$ cat src/rtl/core/tcsg_pkg.sv
// shared types and constants of the three-channel sound generator
// depends on nothing; every other file of the block except tcsg_tone refers to it by scoped names
package tcsg_pkg;

    // register slots kept on the bus, mixed or not
    localparam int CH_SLOTS = 3;

    localparam int SAMPLE_W = 13;
    localparam int SUM_W    = 16;
    localparam int LFSR_W   = 17;
    localparam int VOL_ENV_BIT = 4;

    localparam logic [LFSR_W-1:0] LFSR_RESET = 17'h1FFFF;
    localparam logic [3:0]        LEVEL_MAX  = 4'd15;

    // item kinds
    localparam logic [1:0] FUNC_TICK  = 2'd0;
    localparam logic [1:0] FUNC_WRITE = 2'd1;
    localparam logic [1:0] FUNC_READ  = 2'd2;

    // bus address map
    localparam logic [3:0] ADDR_TONE0_LO = 4'd0;
    localparam logic [3:0] ADDR_TONE0_HI = 4'd1;
    localparam logic [3:0] ADDR_TONE1_LO = 4'd2;
    localparam logic [3:0] ADDR_TONE1_HI = 4'd3;
    localparam logic [3:0] ADDR_TONE2_LO = 4'd4;
    localparam logic [3:0] ADDR_TONE2_HI = 4'd5;
    localparam logic [3:0] ADDR_NOISE    = 4'd6;
    localparam logic [3:0] ADDR_MIXER    = 4'd7;
    localparam logic [3:0] ADDR_VOL0     = 4'd8;
    localparam logic [3:0] ADDR_VOL1     = 4'd9;
    localparam logic [3:0] ADDR_VOL2     = 4'd10;
    localparam logic [3:0] ADDR_ENV_LO   = 4'd11;
    localparam logic [3:0] ADDR_ENV_HI   = 4'd12;
    localparam logic [3:0] ADDR_SHAPE    = 4'd13;
    localparam logic [3:0] ADDR_LEVEL    = 4'd14;

    // envelope shapes; anything above triangle runs as sawtooth
    localparam logic [7:0] SHAPE_OFF      = 8'd0;
    localparam logic [7:0] SHAPE_ATTACK   = 8'd1;
    localparam logic [7:0] SHAPE_DECAY    = 8'd2;
    localparam logic [7:0] SHAPE_TRIANGLE = 8'd3;

    // command broadcast to the generator units for the word in execution
    typedef struct packed {
        logic       tick;
        logic       wr;
        logic [3:0] addr;
        logic [7:0] data;
    } cmd_t;

endpackage

$ cat src/rtl/core/tcsg_ifs.sv
// valid/ready channel interfaces of the sound generator: request and response
// depends on tcsg_pkg for the sample width
interface tcsg_req_if;
    logic       valid;
    logic       ready;
    logic [1:0] func;
    logic [3:0] reg_address;
    logic [7:0] write_data;

    modport source (output valid, output func, output reg_address, output write_data,
                    input ready);
    modport sink   (input valid, input func, input reg_address, input write_data,
                    output ready);
endinterface

interface tcsg_rsp_if;
    logic                          valid;
    logic                          ready;
    logic [tcsg_pkg::SAMPLE_W-1:0] sample;
    logic [7:0]                    read_data;

    modport source (output valid, output sample, output read_data, input ready);
    modport sink   (input valid, input sample, input read_data, output ready);
endinterface

$ cat src/rtl/core/tcsg_tone.sv
// one square-wave tone divider: down counter reloaded from the period
// depends on nothing beyond its ports
module tcsg_tone
(
    input  logic        clk,
    input  logic        rst_n,
    input  logic        tick,
    input  logic [15:0] period,
    output logic        tone_now
);

    logic [15:0] count_reg, count_next;
    logic        bit_reg, bit_next;
    logic [15:0] count_dec;

    always_comb
    begin
        count_dec  = count_reg - 16'd1;
        count_next = count_reg;
        bit_next   = bit_reg;
        if (tick && period != 16'd0)
        begin
            count_next = count_dec;
            if (count_dec == 16'd0)
            begin
                count_next = period;
                bit_next   = ~bit_reg;
            end
        end
    end

    // mixer sees the bit after this tick's toggle
    assign tone_now = bit_next;

    always_ff @(posedge clk or negedge rst_n)
    begin
        if (!rst_n)
        begin
            count_reg <= 16'd0;
            bit_reg   <= 1'b0;
        end
        else
        begin
            count_reg <= count_next;
            bit_reg   <= bit_next;
        end
    end

endmodule

$ cat src/rtl/core/tcsg_noise.sv
// noise divider and 17-bit lfsr, with the divisor register
// depends on tcsg_pkg for the command struct and address codes
module tcsg_noise
(
    input  logic                         clk,
    input  logic                         rst_n,
    input  tcsg_pkg::cmd_t               cmd,
    output logic [7:0]                   divisor,
    output logic                         noise_bit
);

    logic [7:0]                  div_reg, div_next;
    logic [7:0]                  count_reg, count_next;
    logic [tcsg_pkg::LFSR_W-1:0] shift_reg, shift_next;
    logic                        bit_reg, bit_next;
    logic [7:0]                  count_dec;
    logic                        step;

    always_comb
    begin
        div_next   = div_reg;
        count_next = count_reg;
        shift_next = shift_reg;
        bit_next   = bit_reg;
        count_dec  = count_reg - 8'd1;
        step       = 1'b0;
        if (cmd.tick)
        begin
            if (div_reg == 8'd0)
            begin
                count_next = 8'd1;
                step       = 1'b1;
            end
            else if (count_dec == 8'd0)
            begin
                count_next = div_reg;
                step       = 1'b1;
            end
            else
            begin
                count_next = count_dec;
            end
        end
        if (step)
        begin
            bit_next   = shift_reg[0];
            shift_next = {shift_reg[0] ^ shift_reg[3], shift_reg[tcsg_pkg::LFSR_W-1:1]};
        end
        if (cmd.wr && cmd.addr == tcsg_pkg::ADDR_NOISE)
        begin
            div_next   = cmd.data;
            count_next = 8'd1;
        end
    end

    assign divisor   = div_reg;
    assign noise_bit = bit_reg;

    always_ff @(posedge clk or negedge rst_n)
    begin
        if (!rst_n)
        begin
            div_reg   <= 8'd0;
            count_reg <= 8'd1;
            shift_reg <= tcsg_pkg::LFSR_RESET;
            bit_reg   <= 1'b0;
        end
        else
        begin
            div_reg   <= div_next;
            count_reg <= count_next;
            shift_reg <= shift_next;
            bit_reg   <= bit_next;
        end
    end

endmodule

$ cat src/rtl/core/tcsg_env.sv
// envelope generator: period, shape and level registers with the step logic
// depends on tcsg_pkg for the command struct, address and shape codes
module tcsg_env
(
    input  logic           clk,
    input  logic           rst_n,
    input  tcsg_pkg::cmd_t cmd,
    output logic [15:0]    period,
    output logic [7:0]     shape,
    output logic [3:0]     level
);

    logic [15:0] period_reg, period_next;
    logic [7:0]  shape_reg, shape_next;
    logic [15:0] count_reg, count_next;
    logic [3:0]  level_reg, level_next;
    logic        falling_reg, falling_next;
    logic        started_reg, started_next;
    logic [15:0] count_dec;

    always_comb
    begin
        period_next  = period_reg;
        shape_next   = shape_reg;
        count_next   = count_reg;
        level_next   = level_reg;
        falling_next = falling_reg;
        started_next = started_reg;
        count_dec    = count_reg - 16'd1;

        if (cmd.tick)
        begin
            if (shape_reg == tcsg_pkg::SHAPE_OFF || period_reg == 16'd0)
            begin
                level_next = tcsg_pkg::LEVEL_MAX;
            end
            else
            begin
                count_next = count_dec;
                if (count_dec == 16'd0)
                begin
                    count_next = period_reg;
                    if (!started_reg)
                    begin
                        // first step after a restart sets the starting point
                        started_next = 1'b1;
                        if (shape_reg == tcsg_pkg::SHAPE_DECAY)
                        begin
                            level_next   = tcsg_pkg::LEVEL_MAX;
                            falling_next = 1'b1;
                        end
                        else
                        begin
                            level_next   = 4'd0;
                            falling_next = 1'b0;
                        end
                    end
                    else
                    begin
                        case (shape_reg)
                            tcsg_pkg::SHAPE_ATTACK:
                            begin
                                if (level_reg != tcsg_pkg::LEVEL_MAX)
                                    level_next = level_reg + 4'd1;
                            end
                            tcsg_pkg::SHAPE_DECAY:
                            begin
                                if (level_reg != 4'd0)
                                    level_next = level_reg - 4'd1;
                            end
                            tcsg_pkg::SHAPE_TRIANGLE:
                            begin
                                if (falling_reg)
                                begin
                                    if (level_reg == 4'd0)
                                    begin
                                        level_next   = 4'd1;
                                        falling_next = 1'b0;
                                    end
                                    else
                                        level_next = level_reg - 4'd1;
                                end
                                else
                                begin
                                    if (level_reg == tcsg_pkg::LEVEL_MAX)
                                    begin
                                        level_next   = 4'd14;
                                        falling_next = 1'b1;
                                    end
                                    else
                                        level_next = level_reg + 4'd1;
                                end
                            end
                            // sawtooth and unknown shapes wrap around
                            default: level_next = level_reg + 4'd1;
                        endcase
                    end
                end
            end
        end

        if (cmd.wr)
        begin
            unique case (cmd.addr)
                tcsg_pkg::ADDR_ENV_LO: period_next = {period_reg[15:8], cmd.data};
                tcsg_pkg::ADDR_ENV_HI: period_next = {cmd.data, period_reg[7:0]};
                tcsg_pkg::ADDR_SHAPE:
                begin
                    shape_next   = cmd.data;
                    started_next = 1'b0;
                    count_next   = 16'd1;
                end
                tcsg_pkg::ADDR_LEVEL: level_next = cmd.data[3:0];
                default: ;
            endcase
        end
    end

    assign period = period_reg;
    assign shape  = shape_reg;
    assign level  = level_reg;

    always_ff @(posedge clk or negedge rst_n)
    begin
        if (!rst_n)
        begin
            period_reg  <= 16'd0;
            shape_reg   <= tcsg_pkg::SHAPE_OFF;
            count_reg   <= 16'd1;
            level_reg   <= tcsg_pkg::LEVEL_MAX;
            falling_reg <= 1'b0;
            started_reg <= 1'b0;
        end
        else
        begin
            period_reg  <= period_next;
            shape_reg   <= shape_next;
            count_reg   <= count_next;
            level_reg   <= level_next;
            falling_reg <= falling_next;
            started_reg <= started_next;
        end
    end

endmodule

$ cat src/rtl/core/three_channel_sound_generator_core.sv
// top level of the three-channel sound generator: input stage, register file,
// mixer and response register; depends on tcsg_pkg, tcsg_ifs, tcsg_tone,
// tcsg_noise and tcsg_env
//
// usage
//   req carries one word per item: func selects a sample tick, a register byte
//   write or a register byte read, with reg_address and write_data.
//   rsp returns exactly one word per request word: sample (nonzero only on a
//   tick) and read_data (the register byte on a read, else zero).
//   a word taken on req is registered in the input stage, is executed when
//   it moves into the response register, and shows on rsp the cycle after;
//   so a req handshake reaches rsp valid through the input stage and the
//   response register.
//   throughput is one word per cycle while rsp does not stall: all channels,
//   the noise unit and the envelope update together in the single execute
//   step, the only loop being the per-channel mixer adder chain.
//   when rsp is stalled the response holds, the input stage keeps one more
//   word, and req drops ready only while both are full.
//   reset (rst_n low, asynchronous) empties both stages and returns every
//   generator register to its power-up value: envelope level 15, lfsr all
//   ones, counters reloaded, periods and volumes zero.
module three_channel_sound_generator_core
#(
    parameter int NUM_CHANNELS   = 3,
    parameter int FULL_AMPLITUDE = 2000
)
(
    input  logic            clk,
    input  logic            rst_n,
    tcsg_req_if.sink        req,
    tcsg_rsp_if.source      rsp
);

    localparam int AMP_W = $clog2(FULL_AMPLITUDE + 1);

    // input stage
    logic       stg_valid_reg;
    logic [1:0] stg_func_reg;
    logic [3:0] stg_addr_reg;
    logic [7:0] stg_data_reg;

    // response register
    logic                          out_valid_reg;
    logic [tcsg_pkg::SAMPLE_W-1:0] out_sample_reg, out_sample_next;
    logic [7:0]                    out_read_reg, out_read_next;

    logic out_free;
    logic exec;
    tcsg_pkg::cmd_t cmd;

    // bus registers held here
    logic [15:0] period_reg [tcsg_pkg::CH_SLOTS];
    logic [15:0] period_next [tcsg_pkg::CH_SLOTS];
    logic [7:0]  vol_reg [tcsg_pkg::CH_SLOTS];
    logic [7:0]  vol_next [tcsg_pkg::CH_SLOTS];
    logic [7:0]  mixer_reg, mixer_next;

    // unit outputs
    logic [NUM_CHANNELS-1:0] tone_now;
    logic [7:0]              noise_div;
    logic                    noise_bit;
    logic [15:0]             eg_period;
    logic [7:0]              eg_shape;
    logic [3:0]              eg_level;

    logic [AMP_W-1:0]           amp_lut [16];
    logic [tcsg_pkg::SUM_W-1:0] mix;

    // handshake: the stage moves forward when the response slot frees up
    assign out_free  = !out_valid_reg || rsp.ready;
    assign exec      = stg_valid_reg && out_free;
    assign req.ready = !stg_valid_reg || out_free;

    assign cmd.tick = exec && stg_func_reg == tcsg_pkg::FUNC_TICK;
    assign cmd.wr   = exec && stg_func_reg == tcsg_pkg::FUNC_WRITE;
    assign cmd.addr = stg_addr_reg;
    assign cmd.data = stg_data_reg;

    always_ff @(posedge clk or negedge rst_n)
    begin
        if (!rst_n)
            stg_valid_reg <= 1'b0;
        else if (req.valid && req.ready)
            stg_valid_reg <= 1'b1;
        else if (exec)
            stg_valid_reg <= 1'b0;
    end

    always_ff @(posedge clk)
    begin
        if (req.valid && req.ready)
        begin
            stg_func_reg <= req.func;
            stg_addr_reg <= req.reg_address;
            stg_data_reg <= req.write_data;
        end
    end

    // tone dividers exist only for mixed channels; their state is not readable
    for (genvar ch = 0; ch < NUM_CHANNELS; ch++)
    begin : g_tone
        tcsg_tone u_tone
        (
            .clk      (clk),
            .rst_n    (rst_n),
            .tick     (cmd.tick),
            .period   (period_reg[ch]),
            .tone_now (tone_now[ch])
        );
    end

    tcsg_noise u_noise
    (
        .clk       (clk),
        .rst_n     (rst_n),
        .cmd       (cmd),
        .divisor   (noise_div),
        .noise_bit (noise_bit)
    );

    tcsg_env u_env
    (
        .clk    (clk),
        .rst_n  (rst_n),
        .cmd    (cmd),
        .period (eg_period),
        .shape  (eg_shape),
        .level  (eg_level)
    );

    // amplitude per volume step, worked out at elaboration
    for (genvar v = 0; v < 16; v++)
    begin : g_amp
        localparam int AMP_V = FULL_AMPLITUDE * v / 15;
        assign amp_lut[v] = AMP_W'(AMP_V);
    end

    // register file writes
    always_comb
    begin
        period_next = period_reg;
        vol_next    = vol_reg;
        mixer_next  = mixer_reg;
        if (cmd.wr)
        begin
            unique case (cmd.addr)
                tcsg_pkg::ADDR_TONE0_LO: period_next[0] = {period_reg[0][15:8], cmd.data};
                tcsg_pkg::ADDR_TONE0_HI: period_next[0] = {cmd.data, period_reg[0][7:0]};
                tcsg_pkg::ADDR_TONE1_LO: period_next[1] = {period_reg[1][15:8], cmd.data};
                tcsg_pkg::ADDR_TONE1_HI: period_next[1] = {cmd.data, period_reg[1][7:0]};
                tcsg_pkg::ADDR_TONE2_LO: period_next[2] = {period_reg[2][15:8], cmd.data};
                tcsg_pkg::ADDR_TONE2_HI: period_next[2] = {cmd.data, period_reg[2][7:0]};
                tcsg_pkg::ADDR_MIXER:    mixer_next     = cmd.data;
                tcsg_pkg::ADDR_VOL0:     vol_next[0]    = cmd.data;
                tcsg_pkg::ADDR_VOL1:     vol_next[1]    = cmd.data;
                tcsg_pkg::ADDR_VOL2:     vol_next[2]    = cmd.data;
                default: ;
            endcase
        end
    end

    always_ff @(posedge clk or negedge rst_n)
    begin
        if (!rst_n)
        begin
            for (int i = 0; i < tcsg_pkg::CH_SLOTS; i++)
            begin
                period_reg[i] <= 16'd0;
                vol_reg[i]    <= 8'd0;
            end
            mixer_reg <= 8'd0;
        end
        else
        begin
            period_reg <= period_next;
            vol_reg    <= vol_next;
            mixer_reg  <= mixer_next;
        end
    end

    // mixer: new tone bit, old noise bit, old envelope level
    always_comb
    begin
        logic       on;
        logic [3:0] v;
        mix = '0;
        for (int ch = 0; ch < NUM_CHANNELS; ch++)
        begin
            on = (mixer_reg[ch] & tone_now[ch]) | (mixer_reg[ch + 3] & noise_bit);
            v  = vol_reg[ch][tcsg_pkg::VOL_ENV_BIT] ? eg_level : vol_reg[ch][3:0];
            if (on)
                mix = mix + tcsg_pkg::SUM_W'(amp_lut[v]);
        end
    end

    // response word; the sum is truncated to the 13-bit sample width, with no clamp
    always_comb
    begin
        out_sample_next = '0;
        out_read_next   = 8'd0;
        if (stg_func_reg == tcsg_pkg::FUNC_TICK)
            out_sample_next = mix[tcsg_pkg::SAMPLE_W-1:0];
        else if (stg_func_reg == tcsg_pkg::FUNC_READ)
        begin
            unique case (stg_addr_reg)
                tcsg_pkg::ADDR_TONE0_LO: out_read_next = period_reg[0][7:0];
                tcsg_pkg::ADDR_TONE0_HI: out_read_next = period_reg[0][15:8];
                tcsg_pkg::ADDR_TONE1_LO: out_read_next = period_reg[1][7:0];
                tcsg_pkg::ADDR_TONE1_HI: out_read_next = period_reg[1][15:8];
                tcsg_pkg::ADDR_TONE2_LO: out_read_next = period_reg[2][7:0];
                tcsg_pkg::ADDR_TONE2_HI: out_read_next = period_reg[2][15:8];
                tcsg_pkg::ADDR_NOISE:    out_read_next = noise_div;
                tcsg_pkg::ADDR_MIXER:    out_read_next = mixer_reg;
                tcsg_pkg::ADDR_VOL0:     out_read_next = vol_reg[0];
                tcsg_pkg::ADDR_VOL1:     out_read_next = vol_reg[1];
                tcsg_pkg::ADDR_VOL2:     out_read_next = vol_reg[2];
                tcsg_pkg::ADDR_ENV_LO:   out_read_next = eg_period[7:0];
                tcsg_pkg::ADDR_ENV_HI:   out_read_next = eg_period[15:8];
                tcsg_pkg::ADDR_SHAPE:    out_read_next = eg_shape;
                tcsg_pkg::ADDR_LEVEL:    out_read_next = {4'd0, eg_level};
                default:                 out_read_next = 8'd0;
            endcase
        end
    end

    always_ff @(posedge clk or negedge rst_n)
    begin
        if (!rst_n)
            out_valid_reg <= 1'b0;
        else if (exec)
            out_valid_reg <= 1'b1;
        else if (rsp.ready)
            out_valid_reg <= 1'b0;
    end

    always_ff @(posedge clk)
    begin
        if (exec)
        begin
            out_sample_reg <= out_sample_next;
            out_read_reg   <= out_read_next;
        end
    end

    assign rsp.valid     = out_valid_reg;
    assign rsp.sample    = out_sample_reg;
    assign rsp.read_data = out_read_reg;

`ifndef ASSERT_OFF
    // an executed word always lands in the response register
    a_exec_to_rsp: assert property (@(posedge clk) disable iff (!rst_n)
        exec |=> rsp.valid)
        else $error("executed word did not reach the response");

    // a word never carries both a sample and read data
    a_one_field: assert property (@(posedge clk) disable iff (!rst_n)
        rsp.valid && rsp.read_data != 8'd0 |-> rsp.sample == '0)
        else $error("response carries sample and read data together");

    // an empty input stage never blocks the request side
    a_stage_ready: assert property (@(posedge clk) disable iff (!rst_n)
        !stg_valid_reg |-> req.ready)
        else $error("request stalled with an empty input stage");

    // a stalled response is not overwritten by a new execution
    a_no_overrun: assert property (@(posedge clk) disable iff (!rst_n)
        rsp.valid && !rsp.ready |-> !exec)
        else $error("response overwritten while stalled");
`endif

endmodule
$ cat src/flat_wrapper.sv
// flat-port wrapper written by rule: the top's interface ports become plain ports
module three_channel_sound_generator_core_flat 
#(
    parameter int NUM_CHANNELS   = 3,
    parameter int FULL_AMPLITUDE = 2000
)
  (clk, rst_n, req_valid, req_func, req_reg_address, req_write_data, req_ready, rsp_valid, rsp_sample, rsp_read_data, rsp_ready);
  tcsg_req_if req_i ();
  tcsg_rsp_if rsp_i ();
  input  logic clk;
  input  logic rst_n;
  input wire logic [$bits(req_i.valid)-1:0] req_valid;
  input wire logic [$bits(req_i.func)-1:0] req_func;
  input wire logic [$bits(req_i.reg_address)-1:0] req_reg_address;
  input wire logic [$bits(req_i.write_data)-1:0] req_write_data;
  output wire logic [$bits(req_i.ready)-1:0] req_ready;
  output wire logic [$bits(rsp_i.valid)-1:0] rsp_valid;
  output wire logic [$bits(rsp_i.sample)-1:0] rsp_sample;
  output wire logic [$bits(rsp_i.read_data)-1:0] rsp_read_data;
  input wire logic [$bits(rsp_i.ready)-1:0] rsp_ready;
  assign req_i.valid = req_valid;
  assign req_i.func = req_func;
  assign req_i.reg_address = req_reg_address;
  assign req_i.write_data = req_write_data;
  assign req_ready = req_i.ready;
  assign rsp_valid = rsp_i.valid;
  assign rsp_sample = rsp_i.sample;
  assign rsp_read_data = rsp_i.read_data;
  assign rsp_i.ready = rsp_ready;
  three_channel_sound_generator_core #(.NUM_CHANNELS(NUM_CHANNELS), .FULL_AMPLITUDE(FULL_AMPLITUDE)) u_core (.clk(clk), .rst_n(rst_n), .req(req_i), .rsp(rsp_i));
endmodule
$ cat config.mk
export PLATFORM = sky130hd
export DESIGN_NAME = three_channel_sound_generator_core_flat
export DESIGN_NICKNAME = d
export VERILOG_FILES = /design/src/rtl/core/tcsg_pkg.sv /design/src/rtl/core/tcsg_ifs.sv /design/src/rtl/core/tcsg_tone.sv /design/src/rtl/core/tcsg_noise.sv /design/src/rtl/core/tcsg_env.sv /design/src/rtl/core/three_channel_sound_generator_core.sv /design/src/flat_wrapper.sv
export SDC_FILE = /design/constraint.sdc
export NUM_CORES = 1
export LEC_CHECK = 0
export BUFFER_PORTS_ARGS = -buffer_cell sky130_fd_sc_hd__buf_2
export CORE_MARGIN = 3
export CORE_UTILIZATION = 42
export DETAILED_ROUTE_END_ITERATION = 7
export SYNTH_ARGS = -nofsm -noshare
export SYNTH_HDL_FRONTEND = slang
export SYNTH_SLANG_ARGS = --single-unit
$ cat constraint.sdc
create_clock -name clk -period 7.28 [get_ports clk]
set_input_delay 0.364 -clock clk [delete_from_list [all_inputs] [get_ports clk]]
set_output_delay 0.364 -clock clk [all_outputs]
set_load 0.005 [all_outputs]
==> impl_results.rst, run 1 <==
.. list-table::
   :header-rows: 1

   * - Metric
     - Value
   * - Number of top-level design ports
     - a little over 40
   * - Critical path class
     - flip-flop to flip-flop
   * - Placed Instances
     - ~2100
   * - First-pass GRT wire length
     - roughly 70 mm
   * - Proportion of layout cells with a drive suffix above 1
     - between 15 and 20%
   * - Launching instance or port of the critical path
     - u_core.g_tone[0].u_tone.count_reg[0]
   * - Maximum VDD drop
     - between 150 and 200 µV
   * - Residual overflow from global routing
     - 0
   * - Family of cells with the greatest summed delay on the critical path
     - compound AO/OA/AOI/OAI gates
   * - Max Clock Skew
     - ~0.02 ns
   * - Slew at the pin closest to its max-slew limit
     - ~1.3 ns
   * - Number of cells upsized or downsized after cts
     - 0
   * - Final hold vios
     - 0
   * - Deepest level of the CTS H-tree
     - 1
   * - Combined buffer and inverter count along the critical path
     - 2
   * - Clock insertion delay at the later pin of the skew report
     - ~0.57 ns
   * - Filler cells
     - 3343
   * - Netlist Area Pre-Place
     - ~15000 µm²
   * - Starting utilization of the core area
     - approximately 43%
   * - Input/output buffers
     - 40
   * - Setup repair after global routing missed its margin
     - no
   * - Total number of yosys warnings
     - 0
   * - FF+latch count, synth
     - ~250
   * - Synthesized instance count
     - around 1600
   * - Y dimension of the die
     - between 150 and 200 µm
   * - Clock tree from TritonCTS
     - built
   * - Share of async-settable or async-resettable flops after synthesis
     - about 86%
   * - EDFF count, synth
     - 35
   * - Highest net fanout along the worst path
     - 10
   * - Worst max-slew margin expressed relative to the limit
     - between 10% and 20%
   * - ANT cells
     - 0
   * - Achievable clock frequency
     - about 160 MHz
   * - Post-layout net count
     - ~1700
   * - Total clock sinks
     - 248
   * - Highest layer used for signal routing
     - met4
   * - Wire length reported by the detailed router
     - 44.21 mm
   * - Synth Area per Inst
     - a little over 9 µm²
   * - Number of search-and-repair iterations in the first detailed-routing pass
     - 6
   * - Fraction of the yosys area taken by sequential cells
     - 42.09%
   * - Leakage dissipation
     - approximately 7.2 nW
   * - Total number of placement rows
     - between 60 and 70
   * - Startpoint type of the worst setup path
     - flip-flop
   * - Distinct cells, synth
     - between 90 and 100
   * - Slew Viols, Final
     - 0
   * - Area growth syn-to-layout
     - 11.34%
   * - Vias
     - 12940
   * - Post-Route M1 WL
     - around 19 mm
   * - Area of the placeable core
     - about 36000 µm²
   * - WL per Instance
     - 20.56 µm
   * - Number of setup violations in the final report
     - 0
   * - Cell type with the highest occurrence count on the critical path
     - ha_1
   * - Classification of the worst-slack hold path
     - input pin to flip-flop
   * - Delay of the slowest cell on the worst path
     - a little under 0.8 ns
   * - Critical-path top delay cell
     - nor3b_2
   * - Worst reg2reg startpoint
     - u_core.g_tone[0].u_tone.count_reg[0]
   * - Worst Min Path Start
     - rsp_ready
   * - Element type at the critical path end
     - flip-flop
   * - Cell-by-cell trace of the critical path
     - inv_1, ha_1, nor3b_2, a21boi_0, nand4bb_1, o21ai_0, nor3b_2, nor3_1, ha_1, a21o_1, a21oi_1, o21ai_0, o41ai_1, xnor2_1, mux2i_1, inv_1, ha_1, a21o_1, a211oi_1, a211oi_1, nor4b_1, a32oi_1, a21bo_1
   * - Total Die Area
     - about 39000 µm²
   * - Clk root buf
     - clkbuf_16
   * - Mapped Nets
     - around 1700
   * - Total met3 wirelength after detailed routing
     - 3.099 mm
   * - Number of buffers inserted during clock tree synthesis
     - 29
   * - Overall global routing resource usage
     - a little under a quarter
   * - Most common flop cell mapped by yosys
     - dfrtp_1
   * - Pin count of the biggest net entering global routing
     - 75
   * - RD Place Congestion
     - roughly 0.96
   * - Horizontal die dimension
     - about 200 µm
   * - Clock period minus final worst setup slack
     - 6.224 ns
   * - Power Dens Cells
     - ~310 nW/µm²
   * - Number of buffers on the longest clock path
     - 3
   * - Max cap viols
     - 0
   * - CP Data Required Time
     - 7.60 ns
   * - CP arrival
     - roughly 6.6 ns
   * - Result of the run
     - finished, final reports clean
   * - Post-DR vias/cell
     - approximately 6.0
   * - Clock transition at path regs
     - approximately 0.06 ns
   * - Half-perimeter wire length after placement
     - around 31 mm
   * - Crit share post-route
     - between 80% and 90%
   * - Number of nets with antenna violations after routing
     - 0
   * - Post-route DRC
     - 0
   * - Aggregate negative setup slack
     - 0 ns
   * - Wire length on met2
     - about 20 mm
   * - Non-filler cells, final
     - between 2000 and 2500
   * - Initial detailed-routing violation count
     - between 1000 and 1500
   * - Vias in the first global route
     - around 13000
   * - Initial antenna violation count
     - 0
## path summary, 6_finish.rpt
path	to	slack (ns)	cells after the start
setup / recovery	u_core.rsp.sample[10]	1.06	23
setup reg to reg	u_core.rsp.sample[10]	1.06	23
hold reg to reg	u_core.g_tone[2].u_tone.count_reg[15]	0.49	1
max in group asynchronous	u_core.u_env.count_reg[6]	5.51	3
hold / removal	u_core.stg_valid_reg	0.12	3
min in group asynchronous	u_core.g_tone[1].u_tone.count_reg[0]	0.36	2
## worst min-delay path, stage by stage
cell and delay (ns):
buf_2 0.08, nand3b_1 0.13, nand2b_1 0.06
## cells in the mapped netlist, drive strengths merged, types with 20 or more instances
| master | n | share of area, % |
|---|---|---|
| edfxtp | 35 | 6.9 |
| a22oi | 25 | 1.3 |
| nand3 | 60 | 2.0 |
| clkbuf | 63 | 1.6 |
| dfrtp | 190 | 31 |
| xnor2 | 30 | 1.7 |
| o21ai | 128 | 4.2 |
| mux2 | 103 | 7.6 |
| inv | 54 | 1.3 |
| a21oi | 106 | 3.6 |
| nor3 | 53 | 1.9 |
| nor2 | 146 | 3.6 |
| dfstp | 23 | 4.0 |
| ha | 48 | 3.9 |
| a31oi | 21 | 0.86 |
| mux2i | 37 | 2.4 |
| nand2 | 196 | 4.8 |
| nor4 | 38 | 1.8 |
| nand2b | 20 | 0.82 |
## metrics by stage
| stage | total power, mW | worst slack [ns] | hold slack, ns | util, % | cell area (µm²) |
|---|---|---|---|---|---|
| 5_1_grt | 5.594 | 0.4021 | 0.1581 | 47.55 | 16960 |
| 2_1_floorplan | 3.247 | 1.916 | 0.06841 | - | 15230 |
| 3_3_place_gp | 3.648 | 1.435 | 0.3937 | 44.22 | 15770 |
| 4_1_cts | 5.271 | 1.166 | 0.1038 | 47.55 | 16960 |
| 3_5_place_dp | 3.691 | 1.215 | 0.3920 | 44.22 | 15770 |
| 6_report | 5.250 | 1.056 | 0.1158 | 47.55 | 16960 |
## cell families (layout without fill, tap and decap cells)
group | after synthesis | in the layout | synth area share, %
simple gates | 621 | 621 | 20.44
xor+xnor | 35 | 35 | 2.013
compound gates | 417 | 417 | 17.53
flops | 248 | 248 | 42.09
fa+ha+maj | 50 | 50 | 4.207
mux | 140 | 140 | 10.05
buf+inv | 135 | 178 | 3.673
## final cells by class
cell class,count,area [µm²],share of cell area [%]
inverter,55,206.4,1.218
clock inverter,14,190.2,1.122
multi-input combinational,1263,8265,48.75
timing repair buffer,69,467.9,2.760
clock buffer,40,838.3,4.944
tap,461,576.8,3.402
sequential,248,6410,37.81
## metal layers
layer  up-vias  global-route usage (%)
li1       6085                       -
met1      6249                   30.61
met2       494                   36.30
met3       116                   4.342
met4         0                   8.661
met5         -                       0
## cells in the final DEF, fill, tap and decap left out, types with 34 or more instances in the layout
cell type    n
a21oi_1    100
buf_2       39
dfrtp_1    190
edfxtp_1    35
ha_1        48
inv_1       53
mux2_2     101
mux2i_1     37
nand2_1    195
nand3_1     59
nor2_1     145
nor3_1      51
nor4_1      34
o21ai_0    127
## timing repair
action / CTS / global route
hold buffers: 16 / 0
buffers inserted: 0 / 0
hold endpoints to repair: 86 / 0
endpoints found under the setup margin: 0 / 0
## power by group
part / switching [mW] / total, mW / leakage [nW] / internal (mW)
logic: 0.969 / 1.69 / 3.58 / 0.720
clock network: 0.600 / 1.55 / 0.510 / 0.949
registers: 0.352 / 2.01 / 3.11 / 1.66
Power figures use the tool's default switching activity.
==> run 2, diff against run 1 <==
- ABC_AREA: not set -> 1
- CORE_UTILIZATION: 42 -> 63
- PLACE_DENSITY: not set -> 0.8
- clock period: 7.28 -> 6.88 ns (I/O delays scaled with it)
==> run 2 against run 1 <==
First-iteration DRC count is 44% higher. Synthesized area is 2.1% lower. Fmax increased by 9.2%. Clock-buffer cell count is 1 lower. Die area decreased by 34%. Via count grew 8.4%. Register-to-register slack improved by 0.13 ns. Non-clock buffer count fell by 8. Critical path type unchanged. Largest power group unchanged. Highest routed layer unchanged.
==> impl_results.rst, run 2 <==
.. list-table::
   :header-rows: 1

   * - Metric
     - Value
   * - Aggregate negative setup slack
     - 0 ns
   * - Xor/xnor share of the synthesized area
     - between 2 and 3%
   * - Placed Instances
     - around 2300
   * - Deepest level of the CTS H-tree
     - 1
   * - Switching power summed over all nets
     - between 2 and 2.5 mW
   * - Total number of placement rows
     - between 50 and 60
   * - Initial detailed-routing violation count
     - between 1500 and 2000
   * - Worst reg2reg path endpoint
     - u_core.rsp.sample[11]
   * - Power, Total
     - approximately 5.8 mW
   * - Number of search-and-repair iterations in the first detailed-routing pass
     - 5
   * - Number of setup violations in the final report
     - 0
   * - Mapped Nets
     - around 2000
   * - Most common flop cell mapped by yosys
     - dfrtp_1
   * - Input/output buffers
     - 40
   * - Clock tree from TritonCTS
     - built
   * - Pin count of the biggest net entering global routing
     - 100
   * - WL per Instance
     - ~17 µm
   * - Number of buffers on the longest clock path
     - 3
   * - Cell with the most instances after synthesis
     - nand2_1
   * - Highest net fanout along the worst path
     - 26
   * - Half-perimeter wire length after placement
     - ~30 mm
   * - Worst max-slew margin expressed relative to the limit
     - between 40% and 50%
   * - Startpoint type of the worst setup path
     - flip-flop
   * - Element type at the critical path end
     - flip-flop
   * - Distinct cells, synth
     - between 50 and 60
   * - Number of top-level design ports
     - 41
   * - Horizontal die dimension
     - 159.9 µm
   * - Result of the run
     - finished, final reports clean
   * - Post-DR vias/cell
     - around 5.9
   * - Multi-input gate area in the final layout
     - roughly 7300 µm²
   * - Cell type with the highest occurrence count on the critical path
     - nand2_1
   * - Synth top area share
     - a little under a third
   * - Critical-path top delay cell
     - o31ai_1
   * - CP Data Required Time
     - between 7 and 8 ns
   * - Number of buffers inserted during clock tree synthesis
     - 28
   * - Sw Ratio
     - between 30% and 40%
   * - ANT cells
     - 0
   * - Proportion of power drawn by the clock network
     - 27.1%
   * - Power Dens Cells
     - between 300 and 400 nW/µm²
   * - Critical path class
     - flip-flop to flip-flop
   * - Share of async-settable or async-resettable flops after synthesis
     - between 80% and 90%
   * - Delay of the slowest cell on the worst path
     - ~0.50 ns
   * - Max Clock Skew
     - between 0.02 and 0.03 ns
   * - EDFF count, synth
     - 35
   * - Post-placement setup slack
     - between 1 and 1.5 ns
   * - Achievable clock frequency
     - 175.5 MHz
   * - Vias in the first global route
     - 13470
   * - Overall global routing resource usage
     - between 30% and 40%
   * - Fraction of the yosys area taken by sequential cells
     - a little over two fifths
   * - Filler cells
     - approximately 1800
   * - Total clock sinks
     - between 200 and 250
   * - Leakage dissipation
     - between 7 and 8 nW
   * - Post-CTS setup buffer count
     - 0
   * - Cell types with the largest area share after synthesis
     - dfrtp_1 (32%), nand2_1 (12%), o21ai_0 (7.6%), edfxtp_1 (7.0%), inv_1 (6.5%)
   * - Non-filler cells, final
     - 2361
   * - CP arrival
     - ~6.0 ns
   * - Worst Min Path Start
     - req_valid
   * - Final hold vios
     - 0
   * - Slew Viols, Final
     - 0
   * - Register area
     - around 6400 µm²
   * - Y dimension of the die
     - 159.9 µm
   * - Area growth syn-to-layout
     - 10.71%
   * - Synth Area per Inst
     - approximately 7.5 µm²
   * - Maximum VDD drop
     - between 200 and 250 µV
   * - Worst Reg-to-Reg Cells
     - 30
   * - FF+latch count, synth
     - around 250
   * - Post-layout net count
     - around 2100
   * - Final setup margin
     - about 1.2 ns
   * - Clock transition at path regs
     - ~0.060 ns
   * - Total Die Area
     - 25550 µm²
   * - Max cap viols
     - 0
   * - Crit share post-route
     - between 80% and 90%
   * - Part of the total power dissipated in combinational logic
     - between 30% and 40%
   * - Proportion of layout cells with a drive suffix above 1
     - 7.715%
   * - First-pass GRT wire length
     - between 60 and 70 mm
   * - Wire length reported by the detailed router
     - slightly above 40 mm
   * - Reg power frac
     - 38.7%
   * - Post-CTS Hold Fix Bufs
     - 15
   * - Post-route DRC
     - 0
   * - Highest-count cells in the layout ignoring fill and taps
     - nand2_1 (491), inv_1 (259), o21ai_0 (225)
   * - Cell type with the largest total area after synthesis
     - dfrtp_1
   * - Area of the placeable core
     - around 23000 µm²
   * - RD Place Congestion
     - approximately 0.94
   * - Number of nets with antenna violations after routing
     - 0
   * - Cell internal power dissipation
     - approximately 3.5 mW
   * - Number of cells upsized or downsized after cts
     - 0
   * - Min-Delay Path Depth
     - 3
   * - Starting utilization of the core area
     - approximately two thirds
   * - Vias
     - approximately 14000
   * - Clock period minus final worst setup slack
     - 5.698 ns
   * - Classification of the worst-slack hold path
     - input pin to flip-flop
   * - Clk root buf
     - clkbuf_16
   * - Share of synthesized area spent on multiplexers
     - less than 1%
   * - Worst reg2reg startpoint
     - u_core.stg_func_reg[1]
   * - Initial antenna violation count
     - 0
   * - Worst reg2reg setup slack
     - around 1.2 ns
   * - Post-synthesis share of cell area spent on and, or, nand and nor gates
     - 25.22%
   * - Most frequent standard cell in the layout excluding fill and tap cells
     - nand2_1
   * - Netlist Area Pre-Place
     - approximately 15000 µm²
   * - Worst hold endpoint
     - u_core.stg_valid_reg
   * - Clock insertion delay at the later pin of the skew report
     - between 0.5 and 0.6 ns
   * - Total number of yosys warnings
     - 0
   * - Dominant combinational cell family by area after synthesis
     - simple AND/OR/NAND/NOR gates
   * - Slew at the pin closest to its max-slew limit
     - 0.8863 ns
   * - Commonest cells in the synthesized netlist
     - nand2_1 (491), inv_1 (259), o21ai_0 (225)
   * - Synthesized instance count
     - 1978
   * - Share of the core filled with cells in the final layout
     - between 70% and 80%
   * - Residual overflow from global routing
     - 0
   * - Synthesized-area fraction occupied by adder cells
     - ~4.3%
   * - Share of the synthesized area in compound gates (AO/OA/AOI/OAI)
     - 16.67%
   * - Setup repair after global routing missed its margin
     - no
==> run 2: changes by cell type in the layout (fill, tap and decap cells not counted), moves of 20 or more <==
cell      previous run  this run
xnor2_1             30        10
xor2_1               5        38
a22oi_1             24         2
nor3_1              51        20
nand3_1             59        93
o21ai_0            127       225
mux2_2             101         0
mux2i_1             37         1
nand2_1            195       491
nand2b_1            20         0
nor2_1             145       203
inv_1               53       259
==> run 2: worst max-delay path, delay by kind of cell (launching register included) <==
kind	cells	cell delay, ns
compound gates	6	1.32
xor+xnor	1	0.19
fa+ha+maj	3	1.02
buf+inv	6	0.92
flops	1	0.44
simple gates	14	1.53
==> run 2: area by class of cell <==
type                       count  share of cell area [%]
timing repair buffer          61                   2.448
multi-input combinational   1420                   44.33
inverter                     267                   6.071
clock buffer                  39                   4.995
clock inverter                13                  0.9550
tap                          313                   2.372
sequential                   248                   38.83
==> run 2: cells by family after synthesis <==
| group | Yosys count |
|---|---|
| mux | 1 |
| xor+xnor | 48 |
| flops | 248 |
| simple gates | 891 |
| buf+inv | 310 |
| fa+ha+maj | 50 |
| compound gates | 430 |
==> run 2: power by group through the flow <==
stage               clock, mW  combinational (mW)  sequential, mW
finish                   1.57                1.98            2.25
global route             1.65                2.27            2.29
CTS                      1.58                1.96            2.23
detailed placement          0                1.93            2.25
global placement            0                1.87            2.24
floorplan                   0                1.50            2.13
==> run 2: routing by layer <==
| metal | global-route usage [%] | routed length [µm] |
|---|---|---|
| met3 | 5.422 | 3292 |
| met5 | 0 | 0 |
| met4 | 10.10 | 1266 |
| met2 | 50.80 | 18570 |
| met1 | 45.22 | 17700 |
==> run 2: how the worst max path moves through the flow <==
stage | from | endpoint | cells after the start
2_1_floorplan | u_core.g_tone[0].u_tone.count_reg[0] | u_core.rsp.sample[11] | 34
3_3_place_gp | u_core.stg_func_reg[1] | u_core.rsp.sample[11] | 30
3_5_place_dp | u_core.stg_func_reg[1] | u_core.rsp.sample[11] | 30
4_1_cts | u_core.stg_func_reg[1] | u_core.rsp.sample[11] | 30
5_1_grt | u_core.g_tone[0].u_tone.count_reg[0] | u_core.rsp.sample[10] | 35
6_report | u_core.stg_func_reg[1] | u_core.rsp.sample[11] | 30
==> run 2: stage by stage <==
stage	hold slack, ns	instance area (µm²)
floorplan	0.04841	14910
global placement	0.4506	15380
detailed placement	0.4519	15380
CTS	0.02004	16510
global route	0.04140	16510
finish	0.02588	16510
